## config.mk

```make
export PLATFORM = sky130hd
export DESIGN_NAME = dptr_apb_regs
export DESIGN_NICKNAME = d
export VERILOG_FILES = /design/src/rtl/core/dptr_pkg.sv /design/src/rtl/core/dptr_apb_regs.sv
export SDC_FILE = /design/constraint.sdc
export NUM_CORES = 1
export LEC_CHECK = 0
export BUFFER_PORTS_ARGS = -buffer_cell sky130_fd_sc_hd__buf_2
export CAP_MARGIN = 20
export CORE_UTILIZATION = 39
export CTS_BUF_LIST = sky130_fd_sc_hd__clkbuf_16
export DETAILED_ROUTE_END_ITERATION = 8
export PLACE_DENSITY = 0.75
export SYNTH_ARGS = -nofsm -noshare
export SYNTH_HDL_FRONTEND = slang
export SYNTH_SLANG_ARGS = --single-unit
```

## constraint.sdc

```tcl
create_clock -name aclk -period 1.3 [get_ports aclk]
set_input_delay 0.13 -clock aclk [delete_from_list [all_inputs] [get_ports aclk]]
set_output_delay 0.13 -clock aclk [all_outputs]
set_load 0.005 [all_outputs]
```

## src/rtl/core/dptr_pkg.sv

```systemverilog
// Shared types, sizes and codes for the demand paging TLB refill core.
// Used by the register block and the top level; no dependencies.
package dptr_pkg;

    localparam int PROCS               = 16;
    localparam int TEXT_PAGES_PER_PROC = 256;
    localparam int HEAP_PAGES_PER_PROC = 256;

    localparam int PAGE_BYTES = 32'h1000;
    localparam int PAIR_BITS  = 13;
    localparam int FRAME_W    = 20;
    localparam int ASID_W     = 4;
    localparam int ADDR_W     = 32;
    localparam int LO_W       = 26;

    localparam int MAX_PAGES = (TEXT_PAGES_PER_PROC > HEAP_PAGES_PER_PROC) ?
                               TEXT_PAGES_PER_PROC : HEAP_PAGES_PER_PROC;
    localparam int TEXT_DEPTH = PROCS * TEXT_PAGES_PER_PROC;
    localparam int HEAP_DEPTH = PROCS * HEAP_PAGES_PER_PROC;
    localparam int MAX_DEPTH  = PROCS * MAX_PAGES;

    localparam int TEXT_AW = $clog2(TEXT_DEPTH);
    localparam int HEAP_AW = $clog2(HEAP_DEPTH);
    localparam int TAB_AW  = $clog2(MAX_DEPTH);
    localparam int TEXT_IDX_W = $clog2(TEXT_PAGES_PER_PROC);
    localparam int HEAP_IDX_W = $clog2(HEAP_PAGES_PER_PROC);
    localparam int IDX_W      = $clog2(MAX_PAGES);

    localparam logic [ADDR_W-1:0] TEXT_SPAN = ADDR_W'(TEXT_PAGES_PER_PROC * PAGE_BYTES);
    localparam logic [ADDR_W-1:0] HEAP_SPAN = ADDR_W'(HEAP_PAGES_PER_PROC * PAGE_BYTES);

    // A table word holds a valid flag above the frame number.
    localparam int TAB_W     = FRAME_W + 1;
    localparam int VALID_BIT = FRAME_W;

    // Dirty and valid bits of an EntryLo word.
    localparam logic [5:0] LO_FLAGS = 6'b000110;

    localparam logic [ADDR_W-1:0] TEXT_BASE_RESET = 32'h0040_0000;
    localparam logic [ADDR_W-1:0] HEAP_BASE_RESET = 32'h1000_0000;

    localparam int IN_DATA_W  = 40;
    localparam int OUT_DATA_W = 88;
    localparam int PADDR_W    = 3;
    localparam int PDATA_W    = 32;

    localparam logic REQ_FAULT = 1'b0;
    localparam logic REQ_CLEAR = 1'b1;

    localparam logic [1:0] STATUS_BUILT   = 2'd0;
    localparam logic [1:0] STATUS_MISS    = 2'd1;
    localparam logic [1:0] STATUS_CLEARED = 2'd2;

    localparam logic REG_TEXT_BASE = 1'b0;
    localparam logic REG_HEAP_BASE = 1'b1;

    typedef struct packed {
        logic [ADDR_W-1:0] text_base;
        logic [ADDR_W-1:0] heap_base;
    } dptr_cfg_t;

endpackage

```

## src/rtl/core/dptr_apb_regs.sv

```systemverilog
// APB configuration registers: text and heap region base addresses.
// Depends on dptr_pkg.
module dptr_apb_regs
    import dptr_pkg::*;
(
    input  logic               aclk,
    input  logic               aresetn,
    input  logic               psel,
    input  logic               penable,
    input  logic               pwrite,
    input  logic [PADDR_W-1:0] paddr,
    input  logic [PDATA_W-1:0] pwdata,
    output logic [PDATA_W-1:0] prdata,
    output logic               pready,
    output dptr_cfg_t          cfg
);

    // Only the 8KB-aligned part of each base is stored.
    logic [ADDR_W-PAIR_BITS-1:0] text_hi_reg;
    logic [ADDR_W-PAIR_BITS-1:0] heap_hi_reg;
    logic                        wr_en;

    assign pready = 1'b1;
    assign wr_en  = psel && penable && pwrite;

    always_ff @(posedge aclk) begin
        if (!aresetn) begin
            text_hi_reg <= TEXT_BASE_RESET[ADDR_W-1:PAIR_BITS];
            heap_hi_reg <= HEAP_BASE_RESET[ADDR_W-1:PAIR_BITS];
        end else if (wr_en) begin
            unique case (paddr[2])
                REG_TEXT_BASE: text_hi_reg <= pwdata[ADDR_W-1:PAIR_BITS];
                REG_HEAP_BASE: heap_hi_reg <= pwdata[ADDR_W-1:PAIR_BITS];
                default: ;
            endcase
        end
    end

    assign cfg.text_base = {text_hi_reg, {PAIR_BITS{1'b0}}};
    assign cfg.heap_base = {heap_hi_reg, {PAIR_BITS{1'b0}}};

    always_comb begin
        unique case (paddr[2])
            REG_TEXT_BASE: prdata = cfg.text_base;
            REG_HEAP_BASE: prdata = cfg.heap_base;
            default:       prdata = '0;
        endcase
    end

endmodule

```

## After elaboration in Yosys (flattened, before gate mapping)

Index checks and enable logic that the tools add are counted.

| storage, ports and cells | value |
|---|---|
| register bits | 38 |
| bits of input ports | 40 |

| cells by class | value |
|---|---|
| muxes and demuxes | 1 |
| bitwise gates (word level) | 1 |
| reduce and logical (&&, ||, !) cells | 4 |

Operator list:

| cell | number |
|---|---|
| 32-bit case mux with 2 select lines | 1 |
| 2-bit AND reduction | 2 |
| 1-bit logical AND | 2 |
| 1-bit NOT | 1 |

## Logic depth before layout (Yosys ltp)

| depth | value |
|---|---|
| depth in word-level cells | 3 |
| gate-level depth with buffers | 5 |
| gate-level depth less buffers | 2 |

## Worst setup path before layout

No wires, ideal clock.

| path | value |
|---|---|
| path type | in2out |
| start | input port paddr[2] |
| end | output port prdata[20] |
| stages | 3 |
| setup slack | 0.321 ns |
| data required time | 1.170 ns |
| arrival time | 0.849 ns |
| cell sequence | buf_2 buf_4 mux2_2 |

| on the way | value |
|---|---|
| word-level cells in the longest chain between the ends | 2 |

RTL lines:

| element | RTL line | RTL |
|---|---|---|
| from (decl) | dptr_apb_regs.sv:11 | `input logic [PADDR_W-1:0] paddr,` |
| 1-bit NOT (no line) | n/a |  |
| 32-bit case mux with 2 select lines (*) | dptr_apb_regs.sv:43 | `unique case (paddr[2])` |
| to (decl) | dptr_apb_regs.sv:13 | `output logic [PDATA_W-1:0] prdata,` |

Mark *: on every way between the ends. The rest lies on a longest branch, timed or not. The select of a mux whose other input is x is not followed.

## Final worst setup path

| path | value |
|---|---|
| start | register heap_hi_reg[10] |
| end | output port prdata[23] |

| on the way | value |
|---|---|
| word-level cells in the longest chain between the ends | 1 |

RTL lines:

| element | RTL line | RTL |
|---|---|---|
| from (decl) | dptr_apb_regs.sv:20 | `logic [ADDR_W-PAIR_BITS-1:0] heap_hi_reg;` |
| from (signal assigned) | dptr_apb_regs.sv:29 | `heap_hi_reg <= HEAP_BASE_RESET[ADDR_W-1:PAIR_BITS];` |
| from (signal assigned) | dptr_apb_regs.sv:33 | `REG_HEAP_BASE: heap_hi_reg <= pwdata[ADDR_W-1:PAIR_BITS];` |
| 32-bit case mux with 2 select lines | dptr_apb_regs.sv:43 |  |

Every way passes these cells. The select of a mux whose other input is x is not followed.

==> results.ini <==
[grt]
grt_pass1_wl_um = 5640
antenna_found_initial = 0
grt_max_degree = 60
grt_usage_pct = 13.6
grt_overflow_total = 0
grt_pass1_vias = 1229

[logic_synthesis]
synth_top_area_share_pct = 38.1
postSynthAreaPerCell_sq_um = 9.41
yosysTopAreaCell = dfxtp_1
synthCells = 212
ys_types = 13
seq_area_frac_synth_pct = 38.1
synth.area.top_cells = dfxtp_1, mux2i_1, buf_4
yosys_warnings = 0
netlist_area_sq_mm = 0.00199
ys_ff_latch = 38

[finish]
fillerInstances = 482
num-nets-final = 330
area_growth_pct = 22.8
drive_gt1_share_pct = 38.6
regArea_sq_um = 761
multiInputGateArea_sq_mm = 0.00100
diodes = 0

[floorplan]
io_pins = 137
die_y_um = 73.5
start_util_pct = 41.4
core_sq_mm = 0.00482
core.rowCount = 25
dieArea_sq_mm = 0.00540
die_w_um = 73.5

[cts]
cts.path.max_buffers = 2
htreeDepth = 2
numClockSinks = 38
clock_latency_ps = 270
cts_resized = 0
cts_setup_buffers = 0
cts_root_buffer = clkbuf_16
ctsHoldBuffers = 0
cts_tree = yes
cts_buffers = 5
clk_pin_slew_ps = 50

[worst_hold_path]
hold_end = text_hi_reg[15]
min_path_cells = 3
min_path_type = in -> reg
holdCritStartpoint = pwdata[28]

[critical_path]
cp.required_ps = 1170
worstSetupStartpointType = flip-flop
regToRegEndpoint = heap_hi_reg[15]
critPathMaxFanout = 3
critPathCaptureType = primary output
r2r_slack_ps = 670
critPathKind = reg -> out
worst_ep_arrival_time_ps = 980
worstRegToRegCells = 2
r2r_start = heap_hi_reg[15]

[pwr]
leakagePower_nw = 1.30
p_per_area_mw_per_mm2 = 1060
vdd_drop_max_mv = 0.637
p_total_w = 0.00259

[sta]
finalSetupTns_ps = 0
fin_ws_ps = 187
rsz0062_at_grt = no
slew_viol_final = 0
fmax_mhz = 899
fin_crit_ps = 1110
min_period_over_period_pct = 85.6
skew_ps = 0
finalHoldViolations = 0
setup_viol = 0

[status]
status = finished clean

[routing]
routed_wl_um = 3820
drt_iter0_markers = 38
vias = 1531
wire_per_inst_um = 10.7
via_per_inst = 4.29
drtAntennaViolNets = 0
drc = 0
first_pass_iters = 2

[place]
place_ws_ps = 243
place.gp.congestion = 0.649
hpwl_um = 2770
io_buffers = 81

[job]
maxCapViolations = 0

final cells by class:
cell class                      count  share of cell area (%)
Clock inverter                      2                   0.409
Clock buffer                        5                    5.11
Sequential cell                    38                    31.1
Tap cell                           67                    3.42
Timing Repair Buffer               86                    19.1
Multi-Input combinational cell    159                    40.9
critical path, stage by stage (launching register included):
cell	delay, ps
dfxtp_1	320
mux2_2	260
buf_2	130
placed cells by master (no fill, tap or decap), drive strengths merged:
cell type / netlist / layout
nand2: 55 / 55
conb: 2 / 40
nor2b: 4 / 4
and4: 1 / 1
and4b: 1 / 1
buf: 49 / 86
clkbuf: 4 / 5
dfxtp: 38 / 38
clkinv: 0 / 2
mux2i: 38 / 38
mux2: 19 / 19
nand4: 1 / 1
logic make-up (layout without fill, tap and decap cells):
family	Yosys count	after routing	synth area share [%]
AND/OR/NAND/NOR	62	62	12.9
buffers and inverters	53	93	18.8
other	2	40	0.377
multiplexers	57	57	29.8
flip-flops	38	38	38.1
through the flow:
step | instance area [sq um] | hold slack (ps) | std cells | util (%)
after floorplan | 2140 | 272 | 250 | -
after global placement | 2310 | 397 | 350 | 48.0
final | 2450 | 122 | 357 | 50.8
after CTS | 2450 | 116 | 357 | 50.8
after detailed placement | 2310 | 407 | 350 | 48.0
after global routing | 2450 | 125 | 357 | 50.8
power by group:
group          total [W]  switching, W  internal (W)  leakage [nW]
combinational   0.000262      0.000142      0.000120         0.922
clock            0.00112      0.000425      0.000691        0.0694
sequential       0.00121     0.0000173       0.00119         0.308
cells in the mapped netlist:
master / instances
and4_1: 1
and4b_1: 1
buf_2: 6
buf_4: 41
buf_6: 2
clkbuf_1: 4
conb_1: 2
dfxtp_1: 38
mux2_2: 19
mux2i_1: 38
nand2_1: 55
nand4_1: 1
nor2b_1: 4
how the worst max path moves through the flow:
stage	startpoint	end	slack (ps)	depth (start not counted)
after floorplan	paddr[2]	prdata[20]	320	3
after global placement	paddr[2]	prdata[23]	230	4
final	heap_hi_reg[10]	prdata[23]	190	2
after CTS	heap_hi_reg[9]	prdata[22]	180	2
after detailed placement	paddr[2]	heap_hi_reg[5]	240	5
after global routing	heap_hi_reg[10]	prdata[23]	140	2
metal layers:
layer | GRT usage [%] | vias to the layer above | part of all wire (%)
met5 | 0 | - | 0
met4 | 3.85 | 0 | 0.63
met3 | 4.66 | 4 | 7.1
met2 | 23.8 | 69 | 48
met1 | 15.7 | 689 | 45
li1 | - | 769 | -
Power figures use the tool's default switching activity.
