--- config.mk ---
export PLATFORM = sky130hd
export DESIGN_NAME = dptr_ram
export DESIGN_NICKNAME = d
export VERILOG_FILES = /design/src/rtl/core/dptr_ram.sv
export SDC_FILE = /design/constraint.sdc
export NUM_CORES = 1
export LEC_CHECK = 0
export BUFFER_PORTS_ARGS = -buffer_cell sky130_fd_sc_hd__buf_2
export CORE_AREA = 5 5 102 104
export CTS_BUF_LIST = sky130_fd_sc_hd__clkbuf_8
export DETAILED_ROUTE_END_ITERATION = 7
export DIE_AREA = 0 0 107 109
export PLACE_DENSITY = 0.76
export REMOVE_ABC_BUFFERS = 1
export SLEW_MARGIN = 40
export SYNTH_ARGS = -nofsm -noshare
export SYNTH_HDL_FRONTEND = slang
export SYNTH_SLANG_ARGS = --single-unit
--- constraint.sdc ---
create_clock -name aclk -period 1.7 [get_ports aclk]
set_input_delay 0.17 -clock aclk [delete_from_list [all_inputs] [get_ports aclk]]
set_output_delay 0.17 -clock aclk [all_outputs]
set_load 0.005 [all_outputs]
--- src/rtl/core/dptr_ram.sv ---
// Generic simple dual-port RAM: one write port, one read port with registered data.
// No dependencies.
module dptr_ram #(
    parameter int WIDTH = 8,
    parameter int DEPTH = 16
) (
    input  logic                     aclk,
    input  logic                     we,
    input  logic [$clog2(DEPTH)-1:0] waddr,
    input  logic [WIDTH-1:0]         wdata,
    input  logic                     re,
    input  logic [$clog2(DEPTH)-1:0] raddr,
    output logic [WIDTH-1:0]         rdata
);

    logic [WIDTH-1:0] mem [DEPTH];

    always_ff @(posedge aclk) begin
        if (we) begin
            mem[waddr] <= wdata;
        end
    end

    always_ff @(posedge aclk) begin
        if (re) begin
            rdata <= mem[raddr];
        end
    end

endmodule

* After elaboration in Yosys (flattened, before gate mapping)
Memories as Yosys holds them, arrays and structs flattened. A register that Yosys moved wholly into a read port is not among the register bits. Cells that the tools add are included.
Word-level totals: register bits 0, bits in latches 0, RAM bits 128, ROM bits 0, output and inout bits 8, word-level logic and storage cells 3, memories 1
Memories:
- mem | depth 16, bits a word 8, read ports 1, clocked after memory_dff 1, wr ports 1, RTL line 16 | logic [WIDTH-1:0] mem [DEPTH];
Operators by class: $add $sub $neg 0, $mul 0, divide/modulo/power cells 0, $lt $le $gt $ge 0, equal/unequal tests 0, shifts and indexed selects 0, multiplexer cells 2, bitwise gates (word level) 0, reduce and logical (&&, ||, !) cells 0
Operators by type and width (count):
- 1-bit 2-to-1 mux | 2

* Logic depth before layout (Yosys ltp)
Gate-level depths: netlist of the first run.
depth in word-level cells 2, depth in mapped cells 5, depth with buffers taken out 3

* Worst setup path after synthesis of the first run
Ideal clock, no wire load.
path kind input port to flip-flop, start in waddr[2], end mem mem[0][0], enable pin, arrival 1.280 ns, required time 1.317 ns, slack 0.037 ns, stages 2, buffers on the path 0, cells stage by stage or3b_2 nor3_1
RTL lines:
- start, declared | RTL line 9 | input logic [$clog2(DEPTH)-1:0] waddr,
- end, declared | RTL line 16
No word-level cell before the write port.

==> implementation parameters, run 1 <==
Parameter                              Value

Run status
  Run status ... finished, final reports clean

Clock tree
  TritonCTS buffer count ... 17
  CTS Root Cell ... clkbuf_8
  Number of hold buffers added after CTS ... 0
  Total setup buffers inserted after CTS ... 0
  Clock Latency Late Sink ... 0.43 ns
  CTS resizes ... 0
  CTS clk-pin slew, worst paths ... 0.07 ns
  Number of H-tree levels ... 4
  CTS Buffer Depth ... 2
  TritonCTS clock tree ... yes
  Num Clock Sinks ... 136

Global routing
  Aggregate global-route resource usage ... 17.8%
  Maximum number of pins on one net before global-route repair ... 33
  Number of antenna violations at the first check in global routing ... 0
  Global-route wire length before repair ... ~15 mm
  Via count of the first global-routing pass ... 2584
  GRT Residual Overflow ... 0

Worst setup path
  FF-to-FF Start ... mem[1][0]
  Arr. time, crit path ... 1.73 ns
  Category of the worst setup path capture point ... register
  Critical path startpoint category ... register
  Worst r2r path cells ... 3
  Endpoint of the most critical register-to-register path ... rdata[0]
  Worst-case register-to-register setup slack ... approximately 0.14 ns
  Maximum net fanout on the critical path ... 1
  CP Class ... register to register
  Data required time of the critical path ... 1.88 ns

Power and ir drop
  Total design power ... 0.00653 W
  Ratio of total power to cell area ... 1090 nW/µm²
  Static power due to leakage ... 2.02 nW
  Peak supply drop ... ~0.47 mV

Placed design
  Final estimated routing congestion in global placement ... 0.721
  Post-DP HPWL ... 6.00 mm
  Placement-stage worst setup slack ... -0.0537 ns
  Placement-stage cell area ... about 5600 µm²
  Number of placed instances with taps included ... 381
  Number of buffers inserted by port buffering ... 26

Floorplan
  Boundary Pins ... 27
  Height of the die ... 109 µm
  Die outline area ... 11700 µm²
  Initial standard-cell utilization of the core ... 55.3%
  Die extent in x ... 107 µm
  Core Box Area ... roughly 9500 µm²
  Number of rows in the core area ... 36

Hold path
  Path category of the worst min-delay check ... input pin to register
  Launch instance of the worst min-delay path ... re
  Depth of the worst hold-timing path ... 1
  Endpoint of the worst hold path ... rdata[3]

STA
  Fmax ... 643 MHz
  Tightest slew margin relative to the limit ... 74.3%
  Shortest clock period the worst path allows after layout ... 1.56 ns
  Fin Clk Skew ... 0.00969 ns
  Final cycle utilization of the critical path ... 91.5%
  Hold violation total from the final report ... 0
  Slew Limit Fails ... 0
  Total of endpoints with negative setup slack in the final report ... 0
  Transition time at the pin with the least slew margin ... 0.386 ns
  RSZ-0062 raised after global routing ... false
  Worst setup slack after layout ... between 0.1 and 0.15 ns

Logic synthesis
  Most frequent cell after synthesis ... edfxtp_1
  Count of flip-flops with a built-in enable after synthesis ... around 140
  Register bit total from synthesis ... 136
  Number of warnings printed during yosys synthesis ... 0
  Post-synthesis sequential area ratio ... between 70% and 80%
  Count of cell types in the netlist ... 18
  Mapped Area ... 5230 µm²
  Fraction of synthesized cell area taken by the top area cell type ... 78.1%
  Synthesized area per cell ... 22.8 µm²
  Gate count of the mapped netlist ... 229
  Largest cells by area after synthesis ... edfxtp_1 (78%), mux4_2 (7.8%), mux4_1 (7.0%)
  Commonest cells in the netlist ... edfxtp_1 (136), mux4_2 (18), a22oi_1 (16)
  Dominant synthesized flop cell ... edfxtp_1
  Dominant cell type by area after synthesis ... edfxtp_1
  FFs w/ async S/R, synth ... 0%

Final layout
  Final-stage net count ... 305
  Final core utilization ... between 60% and 70%
  Fillcell total ... 632
  Sequential cell area ... 4080 µm²
  Area added between synthesis and finish ... 14.6%
  Fraction of layout instances using a drive strength above 1 ... 32.4%
  Total area of multi-input combinational cells ... 1060 µm²
  Number of diodes ... 0
  Final instance area ... 5990 µm²
  Final instance count without filler cells ... 413

Job
  Max-capacitance violation count ... 0

Route
  Iteration-0 DRC count of the detailed router ... 179
  Post-DR wirelength/cell ... 22.2 µm
  Via/cell ratio ... 5.90
  Drt pass-1 iters ... 4
  Wirelength, routed ... 9.18 mm
  DRC violation count after routing ... 0
  Antenna Nets Post-Route ... 0
  Via count ... 2437
registers in the layout (all words and copies together), names as in the netlist:
register  count
mem         128
rdata         8
cell usage in the layout (no fill, tap or decap), types with 4 or more instances in the layout:
cell        Yosys  layout
nor2_1         13      13
mux4_1         14      14
edfxtp_1      136     136
mux4_2         18      18
buf_12          0       4
nand2_1         9       9
buf_4           1      18
clkinvlp_4      0       4
nor3_1          4       4
buf_2           3      26
clkbuf_8        0      17
a22oi_1        16      16
worst max path at each step:
stage | startpoint | cells past startpoint | to | slack (ns)
after floorplan | waddr[2] | 2 | mem[0][0] | 0.04
after global placement | raddr[0] | 5 | rdata[0] | -0.03
after detailed placement | raddr[0] | 5 | rdata[0] | -0.05
after CTS | mem[1][0] | 3 | rdata[0] | 0.15
after global routing | mem[1][0] | 3 | rdata[0] | 0.11
final | mem[1][0] | 3 | rdata[0] | 0.14
cells by family after synthesis:
| kind of cell | Yosys count | synth area share (%) |
|---|---|---|
| and+or+nand+nor | 35 | 3.14 |
| DFF | 136 | 78.1 |
| AOI/OAI and AO/OA | 16 | 2.30 |
| muxes | 32 | 14.8 |
| buffers and inverters | 10 | 1.65 |
report_power, final:
part | internal [W] | switching (W)
logic | 0.000158 | 0.000187
registers | 0.00377 | 0.0000197
clock network | 0.00116 | 0.00124
total | 0.00509 | 0.00144
routing by layer:
metal | wire length (µm) | vias up | track usage, %
li1 | - | 1098 | -
met1 | 3850 | 1227 | 24.7
met2 | 4490 | 100 | 27.2
met3 | 702 | 12 | 5.03
met4 | 133 | 0 | 7.31
met5 | 0 | - | 0
layout make-up:
type | instances | area share (%)
well taps | 114 | 2.38
multi-input cells | 83 | 17.6
clock inverters | 15 | 2.17
repair buffers | 48 | 5.76
clock buffers | 17 | 3.90
flip-flops and latches | 136 | 68.1
through the flow:
step / hold WS [ns] / setup TNS (ns)
after floorplan: 0.269 / 0
after global placement: 0.543 / -0.0459
after detailed placement: 0.550 / -0.0915
after CTS: 0.0957 / 0
after global routing: 0.0790 / 0
final: 0.106 / 0
critical path, stage by stage, from the launching register on:
cell and delay [ns]:
edfxtp_1 0.38, mux4_1 0.52, a22oi_1 0.32, nand2_1 0.09
Power figures use the tool's default switching activity.
==> inputs of run 2 (changes only) <==
ABC_AREA = 1   (was unset)
CORE_AREA = 5 5 108 110   (was 5 5 102 104)
DIE_AREA = 0 0 113 115   (was 0 0 107 109)
PLACE_DENSITY = 0.75   (was 0.76)
==> run 2 against run 1 <==
  * Combinational power increased by 27%
  * Synthesized cell count increased by 140%
  * Sequential share of layout area decreased by 5.7 points
  * Via count increased by 58%
  * Cell area increased by 9.1%
  * Area after synthesis increased by 12%
  * Fmax increased by 33%
  * Worst setup slack improved by 0.38 ns
  * Global-route usage increased by 2.6 points
  * Utilization decreased by 1.7 points
  * Largest cell class unchanged
  * Total power increased by 1.2%
  * Critical endpoint is now rdata[4]
==> implementation parameters, run 2 <==
Parameter                              Value

Run status
  Run status ... finished, final reports clean

Logic synthesis
  Most frequent cell after synthesis ... nand2_1
  Fraction of synthesized cell area taken by the top area cell type ... 69.8% (-8.3 points)
  Multiplexer area fraction after synthesis ... 0% (-15 points)
  Gate count of the mapped netlist ... 551 (+140%)
  Count of flip-flops with a built-in enable after synthesis ... 136 (unchanged)
  Commonest cells in the netlist ... nand2_1 (173), edfxtp_1 (136), inv_1 (100)
  Synthesized area per cell ... 10.6 µm² (-54%)
  Synthesized-area fraction occupied by xor and xnor cells ... 0% (unchanged)
  Post-synthesis sequential area ratio ... 69.8% (-8.3 points)
  Register bit total from synthesis ... 136 (unchanged)
  FFs w/ async S/R, synth ... 0% (unchanged)
  Dominant synthesized flop cell ... edfxtp_1
  Dominant cell type by area after synthesis ... edfxtp_1
  Post-Synth Simple-Gate Area ... 20.8% (+18 points)
  Count of cell types in the netlist ... 11 (-7)
  Number of warnings printed during yosys synthesis ... 0 (unchanged)
  Post-synthesis adder-cell area fraction ... 0% (unchanged)
  Largest cells by area after synthesis ... edfxtp_1 (70%), nand2_1 (11%), nand3_1 (8.3%)
  Main combinational cell family by area after synthesis ... simple AND/OR/NAND/NOR gates
  Synth Area in Compound Gates ... 0% (-2.3 points)
  Mapped Area ... 5850 µm² (+12%)

Clock tree
  TritonCTS clock tree ... yes
  Total setup buffers inserted after CTS ... 0 (unchanged)
  Number of hold buffers added after CTS ... 0 (unchanged)
  CTS resizes ... 0 (unchanged)
  CTS clk-pin slew, worst paths ... 0.07 ns (about the same)
  Number of H-tree levels ... 4 (unchanged)
  Num Clock Sinks ... 136 (unchanged)
  CTS Root Cell ... clkbuf_8
  TritonCTS buffer count ... 17 (unchanged)
  CTS Buffer Depth ... 2 (unchanged)
  Clock Latency Late Sink ... 0.43 ns (about the same)

Floorplan
  Number of rows in the core area ... 38 (+5.6%)
  Die outline area ... 13000 µm² (+11%)
  Initial standard-cell utilization of the core ... 55.1% (-0.12 points)
  Boundary Pins ... 27 (unchanged)
  Die extent in x ... 113 µm (+5.6%)
  Core Box Area ... 10600 µm² (+12%)
  Height of the die ... 115 µm (+5.5%)

Global routing
  Met2 Use GR ... 33.8% (+6.6 points)
  Aggregate global-route resource usage ... 20.4% (+2.6 points)
  Maximum number of pins on one net before global-route repair ... 40 (+21%)
  GRT Residual Overflow ... 0 (unchanged)
  Met1 track demand over resource in global routing ... 26.5% (+1.8 points)
  Global-route wire length before repair ... 19.7 mm (+33%)
  Via count of the first global-routing pass ... 3733 (+44%)
  Busiest grt layer ... met2
  M3 GR Usage ... 5.37% (+0.34 points)
  Number of antenna violations at the first check in global routing ... 0 (unchanged)

Worst setup path
  CP Class ... register to output port
  FF-to-FF Start ... mem[5][3]
  Longest individual stage delay on the worst path ... 0.43 ns (-0.09 ns)
  Arr. time, crit path ... 1.00 ns (-0.73 ns)
  Maximum net fanout on the critical path ... 1 (unchanged)
  Logic depth of the worst setup path including buffers ... 1 (-2)
  Worst r2r path cells ... 6 (+3)
  Largest delay contributor family on the critical path ... flip-flops
  Startpoint of the worst setup timing path ... rdata[4]
  Data required time of the critical path ... 1.53 ns (-0.35 ns)
  Category of the worst setup path capture point ... output port
  Sum of buffers and inverters on the critical path ... 1 (+1)
  Endpoint of the most critical register-to-register path ... rdata[3]
  Worst-case register-to-register setup slack ... 0.58 ns (+0.44 ns)
  Worst setup path endpoint ... rdata[4]
  Critical path startpoint category ... register
  Slowest-stage cell, CP ... edfxtp_1
  List of cells traversed by the critical path ... buf_2

Final layout
  Final-stage net count ... 614 (+100%)
  Largest registers ... mem (128), rdata (8)
  Highest-count cells in the layout ignoring fill and taps ... nand2_1 (173), edfxtp_1 (136), inv_1 (104)
  Number of flip-flops under the largest register name ... 128 (unchanged)
  Final core utilization ... 61.7% (-1.7 points)
  Commonest non-fill, non-tap cell in the layout ... nand2_1
  Fraction of layout instances using a drive strength above 1 ... 12.3% (-20 points)
  Number of diodes ... 0 (unchanged)
  Area added between synthesis and finish ... 11.8%
  Top reg by flops ... mem

Route
  Via count ... 3853 (+58%)
  Drt pass-1 iters ... 5 (+1)
  Via/cell ratio ... 5.15 (-13%)
  Wirelength, routed ... 12.5 mm (+36%)
  DRC violation count after routing ... 0 (unchanged)
  Iteration-0 DRC count of the detailed router ... 277 (+55%)
  Antenna Nets Post-Route ... 0 (unchanged)
  Post-DR wirelength/cell ... 16.7 µm (-25%)

STA
  Shortest clock period the worst path allows after layout ... 1.17 ns (-0.382 ns)
  Slew Limit Fails ... 0 (unchanged)
  Fin Clk Skew ... 0.00843 ns (-0.00125 ns)
  Final cycle utilization of the critical path ... 69.0% (-22 points)
  Worst setup slack after layout ... 0.527 ns (+0.382 ns)
  Hold violation total from the final report ... 0 (unchanged)
  RSZ-0062 raised after global routing ... false
  Transition time at the pin with the least slew margin ... 0.632 ns (+0.245 ns)
  Fmax ... 852 MHz (+33%)
  Total of endpoints with negative setup slack in the final report ... 0 (unchanged)
  Setup TNS ... 0 ns (unchanged)
  Tightest slew margin relative to the limit ... 57.8% (-16 points)

Hold path
  Path category of the worst min-delay check ... input pin to register

Placed design
  Post-DP HPWL ... 7.79 mm (+30%)
  Placement-stage worst setup slack ... 0.298 ns (+0.352 ns)
  Final estimated routing congestion in global placement ... 0.829 (+15%)
  Number of buffers inserted by port buffering ... 26 (unchanged)

Power and ir drop
  Peak supply drop ... 0.493 mV (+4.9%)
  Static power due to leakage ... 2.85 nW (+41%)
  Ratio of total power to cell area ... 1010 nW/µm² (-7.2%)

Job
  Max-capacitance violation count ... 0 (unchanged)
-- run 2: cell count changes in the layout (fill, tap and decap cells not counted), moves of 3 or more --
| cell | change |
|---|---|
| buf_4 | +3 |
| mux4_1 | -14 |
| nor2_1 | +4 |
| mux4_2 | -18 |
| clkinv_1 | +3 |
| a22oi_1 | -16 |
| nor3_1 | -4 |
| clkinvlp_4 | -3 |
| nand3_1 | +96 |
| nand2_1 | +164 |
| inv_6 | -3 |
| inv_1 | +103 |
-- run 2: worst register-to-register path, stage by stage (launching register included) --
cell and delay [ns]:
edfxtp_1 0.36, inv_1 0.07, nand2_1 0.06, nand3_1 0.13, nand3_1 0.11, nand3_1 0.10, nand2_1 0.05
-- run 2: stage by stage --
| step | instances | hold WS (ns) | instance area (µm²) | power, W |
|---|---|---|---|---|
| after floorplan | 527 | 0.269 | 5680 | 0.00407 |
| after global placement | 716 | 0.558 | 6180 | 0.00429 |
| after detailed placement | 716 | 0.557 | 6180 | 0.00431 |
| after CTS | 748 | 0.0912 | 6540 | 0.00666 |
| after global routing | 748 | 0.0875 | 6540 | 0.00688 |
| final | 748 | 0.122 | 6540 | 0.00661 |
-- run 2: cell families (layout without fill, tap and decap cells) --
| family | after synthesis | after routing |
|---|---|---|
| flip-flops | 136 | 136 |
| buffers and inverters | 126 | 183 |
| AND/OR/NAND/NOR | 289 | 289 |
-- run 2: routing by layer --
layer	share of wire, %	vias to the layer above
li1	-	1867
met1	41	1815
met2	51	163
met3	7.3	8
met4	0.88	0
met5	0	-
-- run 2: cell type report --
cell class              count  area [µm²]
inverters                 102         383
repair buffers             49         328
multi-input cells         289        1210
clock inverters            15         121
flip-flops and latches    136        4080
fillers                   871        4060
clock buffers              17         234
well taps                 140         175
-- run 2: power by group --
group / internal [W] / switching (W) / total (W)
Clock: 0.00125 / 0.00113 / 0.00238
Sequential: 0.00377 / 0.0000214 / 0.00380
Combinational: 0.000136 / 0.000303 / 0.000439
Total: 0.00516 / 0.00145 / 0.00661
-- run 2: worst min-delay path by stage --
stage | startpoint | to | slack (ns) | cells past startpoint
2_1_floorplan | wdata[0] | mem[0][0] | 0.27 | 0
3_3_place_gp | re | rdata[6] | 0.56 | 1
3_5_place_dp | re | rdata[6] | 0.56 | 1
4_1_cts | re | rdata[6] | 0.09 | 1
5_1_grt | re | rdata[6] | 0.09 | 1
6_report | re | rdata[6] | 0.12 | 1
